**src/rtl/apm_pkg.sv**
```systemverilog
// Package with shared types, constants and helpers of the peak and mean meter.
package apm_pkg;

   localparam int RESET_RANGE_DEF  = 7;
   localparam int MAX_CAPTURES_DEF = 1280;
   localparam int MAX_SAMPLES_DEF  = 65536;

   localparam int CSR_IDX_W  = 3;
   localparam int CSR_DATA_W = 17;

   localparam logic [CSR_IDX_W-1:0] CSR_SPC  = 3'd0;
   localparam logic [CSR_IDX_W-1:0] CSR_CAPS = 3'd1;
   localparam logic [CSR_IDX_W-1:0] CSR_RC   = 3'd2;
   localparam logic [CSR_IDX_W-1:0] CSR_HTH  = 3'd3;
   localparam logic [CSR_IDX_W-1:0] CSR_LTH  = 3'd4;

   localparam logic [3:0] CODE_MAX = 4'd13;
   localparam logic [3:0] CODE_MIN = 4'd2;

   typedef struct packed {
      logic signed [15:0] sample_a;
      logic signed [15:0] sample_b;
      logic signed [15:0] sample_c;
      logic signed [15:0] sample_d;
   } req_type;

   typedef struct packed {
      logic        [34:0] value_a;
      logic        [34:0] value_b;
      logic signed [35:0] value_c;
      logic        [34:0] value_d;
      logic        [3:0]  code_a;
      logic        [3:0]  code_b;
      logic        [3:0]  code_d;
      logic               rerun;
   } rsp_type;

   // Range multiplier by code; codes above 13 use the top entry.
   function automatic logic [11:0] range_mult(input logic [3:0] code);
      logic [11:0] m;
      case (code)
         4'd2:    m = 12'd1;
         4'd3:    m = 12'd2;
         4'd4:    m = 12'd4;
         4'd5:    m = 12'd10;
         4'd6:    m = 12'd20;
         4'd7:    m = 12'd40;
         4'd8:    m = 12'd100;
         4'd9:    m = 12'd200;
         4'd10:   m = 12'd400;
         4'd11:   m = 12'd1000;
         4'd12:   m = 12'd2000;
         4'd13, 4'd14, 4'd15: m = 12'd4000;
         default: m = 12'd0;
      endcase
      return m;
   endfunction

endpackage

```
**src/rtl/apm_div.sv**
```systemverilog
// Restoring radix-2 divider, one quotient bit per cycle.
module apm_div (
   input  logic        clock,
   input  logic        reset,
   input  logic        start,
   input  logic [49:0] dividend,
   input  logic [27:0] divisor,
   output logic        done,
   output logic [49:0] quotient
);
   import apm_pkg::*;

   logic [49:0] quot_ff, quot_in;
   logic [27:0] rem_ff, rem_in;
   logic [27:0] dsr_ff, dsr_in;
   logic [5:0]  cnt_ff, cnt_in;
   logic        busy_ff, busy_in;
   logic        done_ff, done_in;
   logic [28:0] trial;

   // One shift-subtract step per cycle.
   always_comb begin
      quot_in = quot_ff;
      rem_in  = rem_ff;
      dsr_in  = dsr_ff;
      cnt_in  = cnt_ff;
      busy_in = busy_ff;
      done_in = 1'b0;
      trial   = {rem_ff, quot_ff[49]} - {1'b0, dsr_ff};
      if (start) begin
         quot_in = dividend;
         rem_in  = '0;
         dsr_in  = divisor;
         cnt_in  = 6'd0;
         busy_in = 1'b1;
      end else if (busy_ff) begin
         if (!trial[28]) begin
            rem_in = trial[27:0];
         end else begin
            rem_in = {rem_ff[26:0], quot_ff[49]};
         end
         quot_in = {quot_ff[48:0], ~trial[28]};
         cnt_in  = cnt_ff + 6'd1;
         if (cnt_ff == 6'd49) begin
            busy_in = 1'b0;
            done_in = 1'b1;
         end
      end
   end

   always_ff @(posedge clock) begin
      if (reset) begin
         busy_ff <= 1'b0;
         done_ff <= 1'b0;
         cnt_ff  <= '0;
      end else begin
         busy_ff <= busy_in;
         done_ff <= done_in;
         cnt_ff  <= cnt_in;
      end
      quot_ff <= quot_in;
      rem_ff  <= rem_in;
      dsr_ff  <= dsr_in;
   end

   assign done     = done_ff;
   assign quotient = quot_ff;

endmodule

```
**src/rtl/autorange_peak_mean_meter_core.sv**
```systemverilog
// Top level of the autoranging peak and mean meter.
// Usage:
//   req_ carries one four-channel sample per transaction. Within a capture
//   the peaks of |a| and |b| are tracked; over its first half c (signed) and
//   |d| are summed. Only the last sample of the last capture causes a
//   rsp_ transaction.
//   At that point the block drops req_ready and runs its end-of-measurement
//   sequence: four divisions on one shared 50-bit restoring divider, one
//   quotient bit a cycle, then autoranging of the three range codes and
//   four products on one shared multiplier, one a cycle; a rerun skips the
//   products.
//   The result then waits in an output register until rsp_ready; a new
//   sample is taken only after the result has left.
//   rsp_rerun set means a range code changed and the values are zero.
//   csr_ writes take effect on the next sample; write only while idle.
//   Reset (synchronous, active high) restores the register defaults,
//   clears all sums and counts and sets the three range codes to
//   RESET_RANGE. No clearing pass is needed.
module autorange_peak_mean_meter_core #(
   parameter int RESET_RANGE  = apm_pkg::RESET_RANGE_DEF,
   parameter int MAX_CAPTURES = apm_pkg::MAX_CAPTURES_DEF,
   parameter int MAX_SAMPLES  = apm_pkg::MAX_SAMPLES_DEF
) (
   input  logic                                 clock,
   input  logic                                 reset,
   input  logic                                 req_valid,
   output logic                                 req_ready,
   input  apm_pkg::req_type                     req_data,
   output logic                                 rsp_valid,
   input  logic                                 rsp_ready,
   output apm_pkg::rsp_type                     rsp_data,
   input  logic                                 csr_we,
   input  logic [apm_pkg::CSR_IDX_W-1:0]        csr_index,
   input  logic [apm_pkg::CSR_DATA_W-1:0]       csr_wdata
);
   import apm_pkg::*;

   localparam logic [3:0] RST_CODE = 4'(RESET_RANGE);
   localparam logic [16:0] MAXS = 17'(MAX_SAMPLES);
   localparam logic [12:0] MAXC = 13'(MAX_CAPTURES);

   localparam logic [2:0] ST_ACC  = 3'd0;
   localparam logic [2:0] ST_DIV  = 3'd1;
   localparam logic [2:0] ST_WAIT = 3'd2;
   localparam logic [2:0] ST_RNG  = 3'd3;
   localparam logic [2:0] ST_MUL  = 3'd4;
   localparam logic [2:0] ST_OUT  = 3'd5;

   // Configuration registers.
   logic [16:0] spc_ff;
   logic [10:0] caps_ff;
   logic [3:0]  rc_ff;
   logic [15:0] hth_ff, lth_ff;

   always_ff @(posedge clock) begin
      if (reset) begin
         spc_ff  <= 17'd1024;
         caps_ff <= 11'd1;
         rc_ff   <= 4'd7;
         hth_ff  <= 16'd30000;
         lth_ff  <= 16'd600;
      end else if (csr_we) begin
         unique case (csr_index)
            CSR_SPC:  spc_ff  <= csr_wdata;
            CSR_CAPS: caps_ff <= csr_wdata[10:0];
            CSR_RC:   rc_ff   <= csr_wdata[3:0];
            CSR_HTH:  hth_ff  <= csr_wdata[15:0];
            CSR_LTH:  lth_ff  <= csr_wdata[15:0];
            default: ;
         endcase
      end
   end

   // Effective lengths after clamping.
   logic [16:0] spc_eff;
   logic [12:0] caps_eff;
   logic [15:0] half;
   always_comb begin
      spc_eff = spc_ff;
      if (spc_eff < 17'd2) spc_eff = 17'd2;
      if (spc_eff > MAXS) spc_eff = MAXS;
      caps_eff = {2'b0, caps_ff};
      if (caps_eff == 13'd0) caps_eff = 13'd1;
      if (caps_eff > MAXC) caps_eff = MAXC;
      half = spc_eff[16:1];
   end

   logic [2:0]  state_ff, state_in;
   logic [15:0] scnt_ff;
   logic [12:0] ccnt_ff;
   logic [15:0] pk_a_ff, pk_b_ff;
   logic [28:0] psum_a_ff, psum_b_ff;
   logic signed [41:0] tot_c_ff;
   logic [40:0] tot_d_ff;
   logic [3:0]  code_ff [3];
   logic [2:0]  step_ff;
   logic [41:0] mean_ff [4];
   logic [28:0] n_ff;
   logic [3:0]  chg_ff;
   rsp_type     rsp_ff;
   logic        rsp_valid_ff;

   logic [15:0] abs_a, abs_b, abs_d;
   logic        req_fire, last_s, last_c;

   assign abs_a = req_data.sample_a[15] ? 16'(-req_data.sample_a) : req_data.sample_a;
   assign abs_b = req_data.sample_b[15] ? 16'(-req_data.sample_b) : req_data.sample_b;
   assign abs_d = req_data.sample_d[15] ? 16'(-req_data.sample_d) : req_data.sample_d;
   assign req_ready = (state_ff == ST_ACC) && !rsp_valid_ff;
   assign req_fire  = req_valid && req_ready;
   assign last_s    = ({1'b0, scnt_ff} + 17'd1) >= spc_eff;
   assign last_c    = ({1'b0, ccnt_ff} + 13'd1) >= caps_eff;

   // Shared divider.
   logic        div_start, div_done;
   logic [49:0] div_dvd, div_q;
   logic [27:0] div_dsr;
   logic [41:0] mag_c;
   assign mag_c = tot_c_ff[41] ? 42'(-tot_c_ff) : 42'(tot_c_ff);

   always_comb begin
      div_dvd = '0;
      div_dsr = {15'b0, caps_eff};
      case (step_ff)
         3'd0: div_dvd = {13'b0, psum_a_ff, 8'b0};
         3'd1: div_dvd = {13'b0, psum_b_ff, 8'b0};
         3'd2: begin
            div_dvd = {mag_c, 8'b0};
            div_dsr = n_ff[27:0];
         end
         default: begin
            div_dvd = {1'b0, tot_d_ff, 8'b0};
            div_dsr = n_ff[27:0];
         end
      endcase
   end
   assign div_start = (state_ff == ST_DIV);

   apm_div u_div (
      .clock    (clock),
      .reset    (reset),
      .start    (div_start),
      .dividend (div_dvd),
      .divisor  (div_dsr),
      .done     (div_done),
      .quotient (div_q)
   );

   // Shared multiplier: one mean times one range multiplier per cycle.
   logic [41:0] mul_a;
   logic [11:0] mul_m;
   logic [53:0] mul_p;
   always_comb begin
      mul_a = mean_ff[step_ff[1:0]];
      case (step_ff)
         3'd0:    mul_m = range_mult(code_ff[0]);
         3'd1:    mul_m = range_mult(code_ff[1]);
         3'd2:    mul_m = range_mult(rc_ff);
         default: mul_m = range_mult(code_ff[2]);
      endcase
      mul_p = mul_a * mul_m;
   end

   // Autorange decision for one channel.
   logic [3:0] rng_code, rng_next;
   logic [41:0] rng_mean;
   logic       rng_chg;
   always_comb begin
      case (step_ff)
         3'd0:    begin rng_code = code_ff[0]; rng_mean = mean_ff[0]; end
         3'd1:    begin rng_code = code_ff[1]; rng_mean = mean_ff[1]; end
         default: begin rng_code = code_ff[2]; rng_mean = mean_ff[3]; end
      endcase
      rng_next = rng_code;
      rng_chg  = 1'b0;
      if (rng_mean > {18'b0, hth_ff, 8'b0}) begin
         if (rng_code < CODE_MAX) begin
            rng_next = rng_code + 4'd1;
            rng_chg  = 1'b1;
         end
      end else if (rng_mean < {18'b0, lth_ff, 8'b0}) begin
         if (rng_code > CODE_MIN) begin
            rng_next = rng_code - 4'd1;
            rng_chg  = 1'b1;
         end
      end
   end

   // Sequencer.
   always_comb begin
      state_in = state_ff;
      unique case (state_ff)
         ST_ACC:  if (req_fire && last_s && last_c) state_in = ST_DIV;
         ST_DIV:  state_in = ST_WAIT;
         ST_WAIT: if (div_done) state_in = (step_ff == 3'd3) ? ST_RNG : ST_DIV;
         ST_RNG:  if (step_ff == 3'd2) state_in = (chg_ff != 4'd0 || rng_chg) ?
                                                  ST_OUT : ST_MUL;
         ST_MUL:  if (step_ff == 3'd3) state_in = ST_OUT;
         ST_OUT:  state_in = ST_ACC;
         default: state_in = ST_ACC;
      endcase
   end

   always_ff @(posedge clock) begin
      if (reset) begin
         state_ff     <= ST_ACC;
         scnt_ff      <= '0;
         ccnt_ff      <= '0;
         pk_a_ff      <= '0;
         pk_b_ff      <= '0;
         psum_a_ff    <= '0;
         psum_b_ff    <= '0;
         tot_c_ff     <= '0;
         tot_d_ff     <= '0;
         code_ff[0]   <= RST_CODE;
         code_ff[1]   <= RST_CODE;
         code_ff[2]   <= RST_CODE;
         step_ff      <= '0;
         chg_ff       <= '0;
         rsp_valid_ff <= 1'b0;
      end else begin
         state_ff <= state_in;
         if (rsp_valid_ff && rsp_ready) rsp_valid_ff <= 1'b0;
         case (state_ff)
            ST_ACC: if (req_fire) begin
               if (scnt_ff < half) begin
                  tot_c_ff <= tot_c_ff + 42'(req_data.sample_c);
                  tot_d_ff <= tot_d_ff + 41'(abs_d);
               end
               if (!last_s) begin
                  scnt_ff <= scnt_ff + 16'd1;
                  if (abs_a > pk_a_ff) pk_a_ff <= abs_a;
                  if (abs_b > pk_b_ff) pk_b_ff <= abs_b;
               end else begin
                  scnt_ff   <= '0;
                  pk_a_ff   <= '0;
                  pk_b_ff   <= '0;
                  psum_a_ff <= psum_a_ff + 29'((abs_a > pk_a_ff) ? abs_a : pk_a_ff);
                  psum_b_ff <= psum_b_ff + 29'((abs_b > pk_b_ff) ? abs_b : pk_b_ff);
                  if (!last_c) ccnt_ff <= ccnt_ff + 13'd1;
                  else begin
                     step_ff <= '0;
                     chg_ff  <= '0;
                  end
               end
            end
            ST_WAIT: if (div_done) begin
               mean_ff[step_ff[1:0]] <= div_q[41:0];
               step_ff <= (step_ff == 3'd3) ? 3'd0 : step_ff + 3'd1;
            end
            ST_RNG: begin
               chg_ff[step_ff[1:0]] <= rng_chg;
               case (step_ff)
                  3'd0:    code_ff[0] <= rng_next;
                  3'd1:    code_ff[1] <= rng_next;
                  default: code_ff[2] <= rng_next;
               endcase
               step_ff <= (step_ff == 3'd2) ? 3'd0 : step_ff + 3'd1;
               if (step_ff == 3'd2) rsp_ff <= '0;
            end
            ST_MUL: begin
               case (step_ff)
                  3'd0: rsp_ff.value_a <= mul_p[34:0];
                  3'd1: rsp_ff.value_b <= mul_p[34:0];
                  3'd2: rsp_ff.value_c <= tot_c_ff[41] ? 36'(-mul_p) : mul_p[35:0];
                  default: rsp_ff.value_d <= mul_p[34:0];
               endcase
               step_ff <= step_ff + 3'd1;
            end
            ST_OUT: begin
               rsp_ff.code_a <= code_ff[0];
               rsp_ff.code_b <= code_ff[1];
               rsp_ff.code_d <= code_ff[2];
               rsp_ff.rerun  <= (chg_ff != 4'd0);
               rsp_valid_ff  <= 1'b1;
               ccnt_ff   <= '0;
               psum_a_ff <= '0;
               psum_b_ff <= '0;
               tot_c_ff  <= '0;
               tot_d_ff  <= '0;
            end
            default: ;
         endcase
      end
      if (state_ff == ST_DIV && step_ff == 3'd0) n_ff <= 29'(half * caps_eff);
   end

   assign rsp_valid = rsp_valid_ff;
   assign rsp_data  = rsp_ff;

`ifndef ASSERT_OFF
   // No sample is taken while a result or the end sequence is pending.
   a_no_accept_busy: assert property (@(posedge clock) disable iff (reset)
      (state_ff != ST_ACC || rsp_valid_ff) |-> !req_ready)
      else $error("sample taken while busy");
   // The divider finishes only while the sequencer waits for it.
   a_div_done: assert property (@(posedge clock) disable iff (reset)
      div_done |-> state_ff == ST_WAIT)
      else $error("divider done out of sequence");
   // A result appears only after the output step.
   a_rsp_rise: assert property (@(posedge clock) disable iff (reset)
      $rose(rsp_valid_ff) |-> $past(state_ff) == ST_OUT)
      else $error("result without output step");
`endif

endmodule

```
**config.mk**
```make
export PLATFORM = sky130hd
export DESIGN_NAME = autorange_peak_mean_meter_core
export DESIGN_NICKNAME = d
export VERILOG_FILES = /design/src/rtl/apm_pkg.sv /design/src/rtl/apm_div.sv /design/src/rtl/autorange_peak_mean_meter_core.sv
export SDC_FILE = /design/constraint.sdc
export NUM_CORES = 2
export LEC_CHECK = 0
export BUFFER_PORTS_ARGS = -buffer_cell sky130_fd_sc_hd__buf_2
export CAP_MARGIN = 20
export CORE_MARGIN = 1.5
export CORE_UTILIZATION = 45
export DETAILED_ROUTE_END_ITERATION = 7
export HOLD_SLACK_MARGIN = 0.15
export PLACE_DENSITY_LB_ADDON = 0.25
export REMOVE_ABC_BUFFERS = 1
export SLEW_MARGIN = 30
export SYNTH_ARGS = -nofsm -noshare
export SYNTH_HDL_FRONTEND = slang
export SYNTH_HIERARCHICAL = 1
export SYNTH_SLANG_ARGS = --single-unit
```
**constraint.sdc**
```tcl
create_clock -name clock -period 13 [get_ports clock]
set_input_delay 0.65 -clock clock [delete_from_list [all_inputs] [get_ports clock]]
set_output_delay 0.65 -clock clock [all_outputs]
set_load 0.1 [all_outputs]
```
## Yosys cells after proc, flatten, opt, wreduce, memory -nomap -nowiden

Memories as Yosys holds them, arrays and structs flattened. A register that Yosys moved wholly into a read port is not among the register bits.
Cells that the tools add are included.

| storage, ports and cells | value |
|---|---|
| RAM bits | 180 |
| memories kept | 6 |
| output and inout port bits | 156 |
| logic and storage cells | 258 |
| flip-flop bits (word level) | 573 |
| bits of input ports | 89 |
| memory bits (read-only) | 768 |

| cells by class | value |
|---|---|
| multiply operators | 2 |
| mux-type cells | 107 |
| reduce and logical (&&, ||, !) cells | 46 |
| order comparisons | 14 |
| bitwise logic cells | 6 |
| equal/unequal tests | 26 |
| add/subtract/negate cells | 18 |

Memory list:

| memory | words | width | rd ports | clocked after memory_dff | wr ports | line | RTL |
|---|---|---|---|---|---|---|---|
| (no name shown) | 16 | 12 | 1 | 0 | 0 | apm_pkg.sv:41 | `case (code)` |
| (no name shown) | 16 | 12 | 1 | 0 | 0 | apm_pkg.sv:41 |  |
| (no name shown) | 16 | 12 | 1 | 1 | 0 | apm_pkg.sv:41 |  |
| (no name shown) | 16 | 12 | 1 | 0 | 0 | apm_pkg.sv:41 |  |
| mean_ff | 4 | 42 | 4 | 1 | 1 | autorange_peak_mean_meter_core.sv:97 | `logic [41:0] mean_ff [4];` |
| code_ff | 3 | 4 | 3 | 0 | 3 | autorange_peak_mean_meter_core.sv:95 | `logic [3:0] code_ff [3];` |

Operator list:

| cell | number |
|---|---|
| 141-bit case mux with 2 select lines | 1 |
| 42-bit case mux with 2 select lines | 2 |
| 16-bit 2-to-1 mux | 10 |
| 154-bit 2-to-1 mux | 1 |
| 50-bit case mux with 3 select lines | 1 |
| 42-bit 2-to-1 mux | 3 |
| 29-bit 2-to-1 mux | 4 |
| 29-bit case mux with 2 select lines | 2 |
| 35-bit 2-to-1 mux | 3 |
| 50-bit 2-to-1 mux | 2 |
| 41-bit 2-to-1 mux | 2 |
| 41-bit case mux with 2 select lines | 1 |
| 36-bit 2-to-1 mux | 2 |
| 13-bit 2-to-1 mux | 5 |
| 29-bit by 16-bit adder with 29-bit output | 2 |
| 13-bit case mux with 2 select lines | 2 |
| 4-bit 2-to-1 mux | 12 |
| 16-bit negation | 3 |
| 42-bit by 16-bit adder with 42-bit output | 1 |
| 42-bit by 24-bit > comparator with 1-bit output | 1 |
| 42-bit by 24-bit < comparator with 1-bit output | 1 |
| 42-bit by 12-bit multiplier with 36-bit output | 1 |
| 42-bit negation | 1 |
| 41-bit by 16-bit adder with 41-bit output | 1 |
| other kinds (55) | 155 |

## Longest topological paths before layout

| depth | value |
|---|---|
| depth after elaboration | 11 |
| gate-level depth with buffers | 31 |
| mapped depth without buffers | 29 |

## Modules after synthesis

The synthesis kept the hierarchy.

By module, submodules not included:

| module | cells each | instances | sequential area each (um^2) | area an instance (um^2) |
|---|---|---|---|---|
| autorange_peak_mean_meter_core | 5630 | 1 | 16515.8 | 52093.7 |
| apm_div | 580 | 1 | 3062.9 | 6224.7 |

## Worst setup path before layout

No wires, ideal clock.

| path | value |
|---|---|
| path type | flip-flop to flip-flop |
| start | register (tool-made name) |
| end | register rsp_ff (netlist bit rsp_data[83]), data pin |
| cell stages (with the launch flop) | 27 |
| setup time | 0.266 ns |
| slack | 4.515 ns |
| data arrival time | 8.219 ns |
| buffers on the path | 5 |
| data required time | 12.734 ns |
| clock period less this slack | 8.485 ns |
| cell sequence | dfxtp_1 > clkbuf_1 > buf_2 > buf_1 > mux4_2 > clkbuf_1 > nor2b_1 > fa_1 > fa_1 > fa_1 > fa_1 > inv_1 > fa_1 > inv_1 > ha_1 > clkbuf_1 > o21ai_1 > o21bai_1 > a31o_2 > a221o_1 > a31oi_1 > xnor2_1 > or4_4 > nor4_2 > a41oi_1 > xnor2_1 > nor2_1 |

RTL lines:

| element | line | RTL |
|---|---|---|
| end, declared | autorange_peak_mean_meter_core.sv:100 | `rsp_type rsp_ff;` |

## Final worst setup path

| path | value |
|---|---|
| start | register step_ff[0] |
| end | register rsp_ff (netlist bit rsp_data[83]), data pin |

| between the ends | value |
|---|---|
| word-level cells in the longest chain between the ends | 7 |

Ends and longest elaborated chain:

| element | line | RTL |
|---|---|---|
| start, declared | autorange_peak_mean_meter_core.sv:96 | `logic [2:0] step_ff;` |
| start signal, assigned | autorange_peak_mean_meter_core.sv:249 | `step_ff <= (step_ff == 3'd3) ? 3'd0 : step_ff + 3'd1;` |
| start signal, assigned | autorange_peak_mean_meter_core.sv:258 | `step_ff <= (step_ff == 3'd2) ? 3'd0 : step_ff + 3'd1;` |
| start signal, assigned | autorange_peak_mean_meter_core.sv:268 | `step_ff <= step_ff + 3'd1;` |
| 3-bit by 2-bit equality test with 1-bit output, or another cell as far along | autorange_peak_mean_meter_core.sv:155 | `case (step_ff)` |
| 12-bit case mux with 3 select lines (*) | autorange_peak_mean_meter_core.sv:155 |  |
| 42-bit by 12-bit multiplier with 36-bit output (*) | autorange_peak_mean_meter_core.sv:161 | `mul_p = mul_a * mul_m;` |
| 36-bit negation | autorange_peak_mean_meter_core.sv:265 | `3'd2: rsp_ff.value_c <= tot_c_ff[41] ? 36'(-mul_p) : mul_p[35:0];` |
| 36-bit 2-to-1 mux (*) | autorange_peak_mean_meter_core.sv:265 |  |
| 36-bit 2-to-1 mux (*) | autorange_peak_mean_meter_core.sv:262 | `case (step_ff)` |
| 141-bit case mux with 2 select lines (*) | autorange_peak_mean_meter_core.sv:224 | `case (state_ff)` |

Mark *: on every way between the ends. The rest lies on a longest branch, timed or not. The select of a mux whose other input is x is not followed.
A chain may end at the register's enable or synchronous reset.

==> implementation parameters <==
Parameter                              Value

Critical path
  Worst reg2reg endpoint ... rsp_data[83]
  Crit-path max FO ... 31
  Required time worst endpoint ... 13.42 ns
  Sort of element at the start of the critical path ... flop
  Count of cells along the worst register-to-register path ... 25
  Worst-path cell with the longest stage delay ... sky130_fd_sc_hd__o31ai_1
  Origin of the critical flop-to-flop path ... step_ff[0]
  Flop2flop setup slack ... 3.73 ns
  Path type of the worst setup path ... flop to flop
  Worst path most repeated cell ... sky130_fd_sc_hd__fa_1
  Buf/Inv on CP ... 4
  Critical path data arrival time ... 9.69 ns
  Slowest Stage Delay on Critical Path ... 0.72 ns
  Top cell family by delay on the critical path ... adder cells
  Type of element capturing the critical path ... flop

Timing
  Max-slew violation count ... 0
  Skew final ... 0.0537 ns
  Hold Worst Slack ... 0.235 ns
  Slew of the pin with the lowest slew margin ... 0.962 ns
  Endpoints failing setup ... 0
  Endpoints failing hold ... 0
  Time the final worst path needs with I/O delays and setup ... 9.27 ns
  Setup repair after global routing missed its margin ... no
  Share of the clock period used by the worst path after layout ... 71.3%
  Headroom to the max-slew limit ... 35.1%
  Highest clock frequency the design can meet ... 108 MHz
  Setup tns final ... 0 ns

Final layout
  Final non-filler cell area ... 64200 um^2
  Synthesis-to-layout area growth ... 10.1%
  Post-Route Utilization ... 50.2%
  Share of post-route cells with drive strength above 1 ... 9.78%
  Nets ... 7218

Routing
  Drt drc ... 0
  Final Routed Wirelength ... 154000 um
  Vias per cell ... 5.54
  Routed length on met3 ... 10300 um
  Top routing layer in use ... met5
  Iteration-0 DRC count of the detailed router ... 3305
  Final antenna-violating net count ... 0
  Via count ... 45000
  Metal2 WL ... 69700 um
  First-pass detailed-route iteration total ... 6
  Wl on met1 ... 69000 um
  Wire length per cell after detailed routing ... 18.9 um

Synth
  Number of library cell types mapped by synthesis ... 102
  Syn Std Cell Area ... 58300 um^2
  Area fraction of the dominant cell type after synthesis ... 22.3%
  Top cell types by occurrence after synthesis ... sky130_fd_sc_hd__nand2_1, sky130_fd_sc_hd__inv_1, sky130_fd_sc_hd__nor2_1
  Biggest area contributors in the synthesized netlist ... sky130_fd_sc_hd__edfxtp_1, sky130_fd_sc_hd__fa_1, sky130_fd_sc_hd__dfxtp_1
  Flip-flop and latch count after synthesis ... 761
  Dominant register cell in the synthesized netlist ... sky130_fd_sc_hd__edfxtp_1
  Synthesized area divided by synthesized cell count ... 9.39 um^2
  Dominant cell type by area after synthesis ... sky130_fd_sc_hd__edfxtp_1
  Proportion of register bits with asynchronous set or reset after synthesis ... 0%
  Number of synthesized flops with an enable pin ... 434
  Register area share after synthesis ... 33.6%
  Most frequently used cell type in the post-synthesis netlist ... sky130_fd_sc_hd__nand2_1
  Synth Warn # ... 6
  Mapped Cells ... 6210

Placement
  Detailed placement HPWL ... 115000 um
  Cell area reported after detailed placement ... 61300 um^2
  Port Buffer Count ... 244
  RD Place Congestion ... 0.913

Floorplan
  Area of the placeable core ... 128000 um^2
  Die boundary width ... 363 um
  Die boundary height ... 363 um
  Standard-cell row count ... 131
  Starting density of the core ... 45.6%
  Total die area ... 132000 um^2
  Top-level I/O count ... 245

Clocking
  Clock sinks ... 761
  Inserted Clock Buffers ... 87
  Clock-pin slew on the worst setup and hold paths ... 0.06 ns
  Clock tree from TritonCTS ... yes
  CTS resizes ... 0
  Root Buffer ... sky130_fd_sc_hd__clkbuf_16
  H-Tree Depth ... 3
  Total of hold buffers inserted after clock tree synthesis ... 0
  Number of buffers inserted by post-CTS setup repair ... 0
  Buffer depth of the longest clock path ... 3
  Clock latency on the worst-skew pair ... 0.71 ns

Global route
  Total global routing track utilization ... 23.2%
  Via count of the first global-routing pass ... 44100
  Maximum number of pins on one net before global-route repair ... 91
  First-pass GRT wire length ... 244000 um
  GRT overflow ... 0
  Antenna violations before repair ... 9

Power and ir drop
  Power density over the cells ... 158 nW/um^2
  Leak Pwr ... 26.9 nW
  Peak ir drop on the vdd network ... 0.152 mV

Flow run
  Max-cap viol count ... 0

Min path
  Endpoint, Worst Hold ... spc_ff[11]
  Path type of the worst min-delay path ... primary input to flop
  Min-delay src ... csr_wdata[11]
  Worst hold path stage count ... 3

Status
  Outcome ... finished, final reports clean
## layer usage
layer	global-route usage, %	vias to the layer above
li1	-	21400
met1	31.8	21800
met3	3.66	263
met4	7.37	6
met5	0	-
met2	37.7	1508
## worst register-to-register path, stage by stage (launching register included)
cell	delay [ns]
sky130_fd_sc_hd__dfxtp_1	0.41
sky130_fd_sc_hd__inv_1	0.09
sky130_fd_sc_hd__ha_1	0.28
sky130_fd_sc_hd__nor3_1	0.62
sky130_fd_sc_hd__nor2_1	0.41
sky130_fd_sc_hd__o22ai_1	0.28
sky130_fd_sc_hd__a221o_2	0.60
sky130_fd_sc_hd__nand2_1	0.19
sky130_fd_sc_hd__fa_1	0.54
sky130_fd_sc_hd__fa_1	0.51
sky130_fd_sc_hd__inv_1	0.05
sky130_fd_sc_hd__fa_1	0.46
sky130_fd_sc_hd__fa_1	0.55
sky130_fd_sc_hd__inv_1	0.06
sky130_fd_sc_hd__fa_1	0.53
sky130_fd_sc_hd__inv_1	0.04
sky130_fd_sc_hd__ha_1	0.46
sky130_fd_sc_hd__nand4_1	0.17
sky130_fd_sc_hd__o31ai_1	0.72
sky130_fd_sc_hd__a41oi_1	0.27
sky130_fd_sc_hd__xnor2_1	0.27
sky130_fd_sc_hd__or4_4	0.57
sky130_fd_sc_hd__nor4_2	0.50
sky130_fd_sc_hd__a41oi_1	0.21
sky130_fd_sc_hd__xnor2_1	0.19
sky130_fd_sc_hd__nor2_1	0.06
## how the worst max path moves through the flow
| stage | cells past startpoint | startpoint | slack, ns | end |
|---|---|---|---|---|
| final | 25 | step_ff[0] | 3.73 | rsp_data[83] |
| after global routing | 27 | step_ff[0] | 3.08 | rsp_data[83] |
| after CTS | 25 | step_ff[0] | 3.74 | rsp_data[83] |
| after detailed placement | 25 | step_ff[0] | 3.73 | rsp_data[83] |
| after global placement | 26 | step_ff[0] | 3.59 | rsp_data[83] |
| after floorplan | 26 | step_ff[0] | 3.44 | rsp_data[83] |
## cells by family (layout without fill, tap and decap cells)
kind of cell / after synthesis / after routing / share of synthesized area [%]
simple gates: 2077 / 2077 / 16.7
compound gates: 1137 / 1137 / 12.8
buf+inv: 973 / 1154 / 6.33
fa+ha+maj: 803 / 803 / 22.5
flops: 761 / 761 / 33.6
xor+xnor: 340 / 340 / 5.11
mux: 118 / 118 / 2.90
other cells: 1 / 14 / 0.00643
## stage by stage
step / power (mW) / instances / setup slack [ns]
6_report: 10.1 / 8133 / 3.73
5_1_grt: 10.9 / 8132 / 3.08
4_1_cts: 10.2 / 8127 / 3.74
3_5_place_dp: 7.65 / 7966 / 3.73
3_3_place_gp: 7.58 / 7966 / 3.59
2_1_floorplan: 6.60 / 5936 / 3.44
## final cells by class
cell class              count  area, um^2
fillers                 11800       63800
clock buffers             108        2310
clock inverters            53         606
flip-flops and latches    761       19600
multi-input cells        4483       35300
well taps                1729        2160
diodes                      6        15.0
repair buffers            301        1650
inverters                 692        2600
## cells in the final DEF (no fill, tap or decap), drive strengths merged, types with 24 or more instances in the layout
cell	count
o31ai	32
nor2b	129
nand4	47
clkinv	29
inv	697
nand2	818
nor3	71
xnor2	192
and2	96
a31oi	24
ha	392
nand2b	69
dfxtp	327
and3	65
edfxtp	434
o21ai	280
nor4	48
clkbuf	108
mux4	35
a22oi	44
a21o	104
or3	41
mux2i	25
nor2	478
buf	301
o21bai	25
o21a	44
fa	411
nand3b	30
a211oi	32
xor2	148
a22o	24
mux2	58
a311oi	24
nand3	112
a21oi	302
## sequential cells by signal, summed over array words and instances (netlist names), 17 cells and up, named ones only
name,count
mean_ff,162
n_ff,28
psum_a_ff,29
psum_b_ff,29
rsp_data,154
spc_ff,17
tot_c_ff,42
tot_d_ff,41
u_div/dsr_ff,28
u_div/quotient,50
u_div/rem_ff,28
## where the power goes
part / internal (mW) / total [mW] / switching, mW
clock network: 1.42 / 2.49 / 1.07
registers: 2.66 / 2.78 / 0.126
logic: 1.93 / 4.84 / 2.91
total: 6.01 / 10.1 / 4.11
Power figures use the tool's default switching activity.
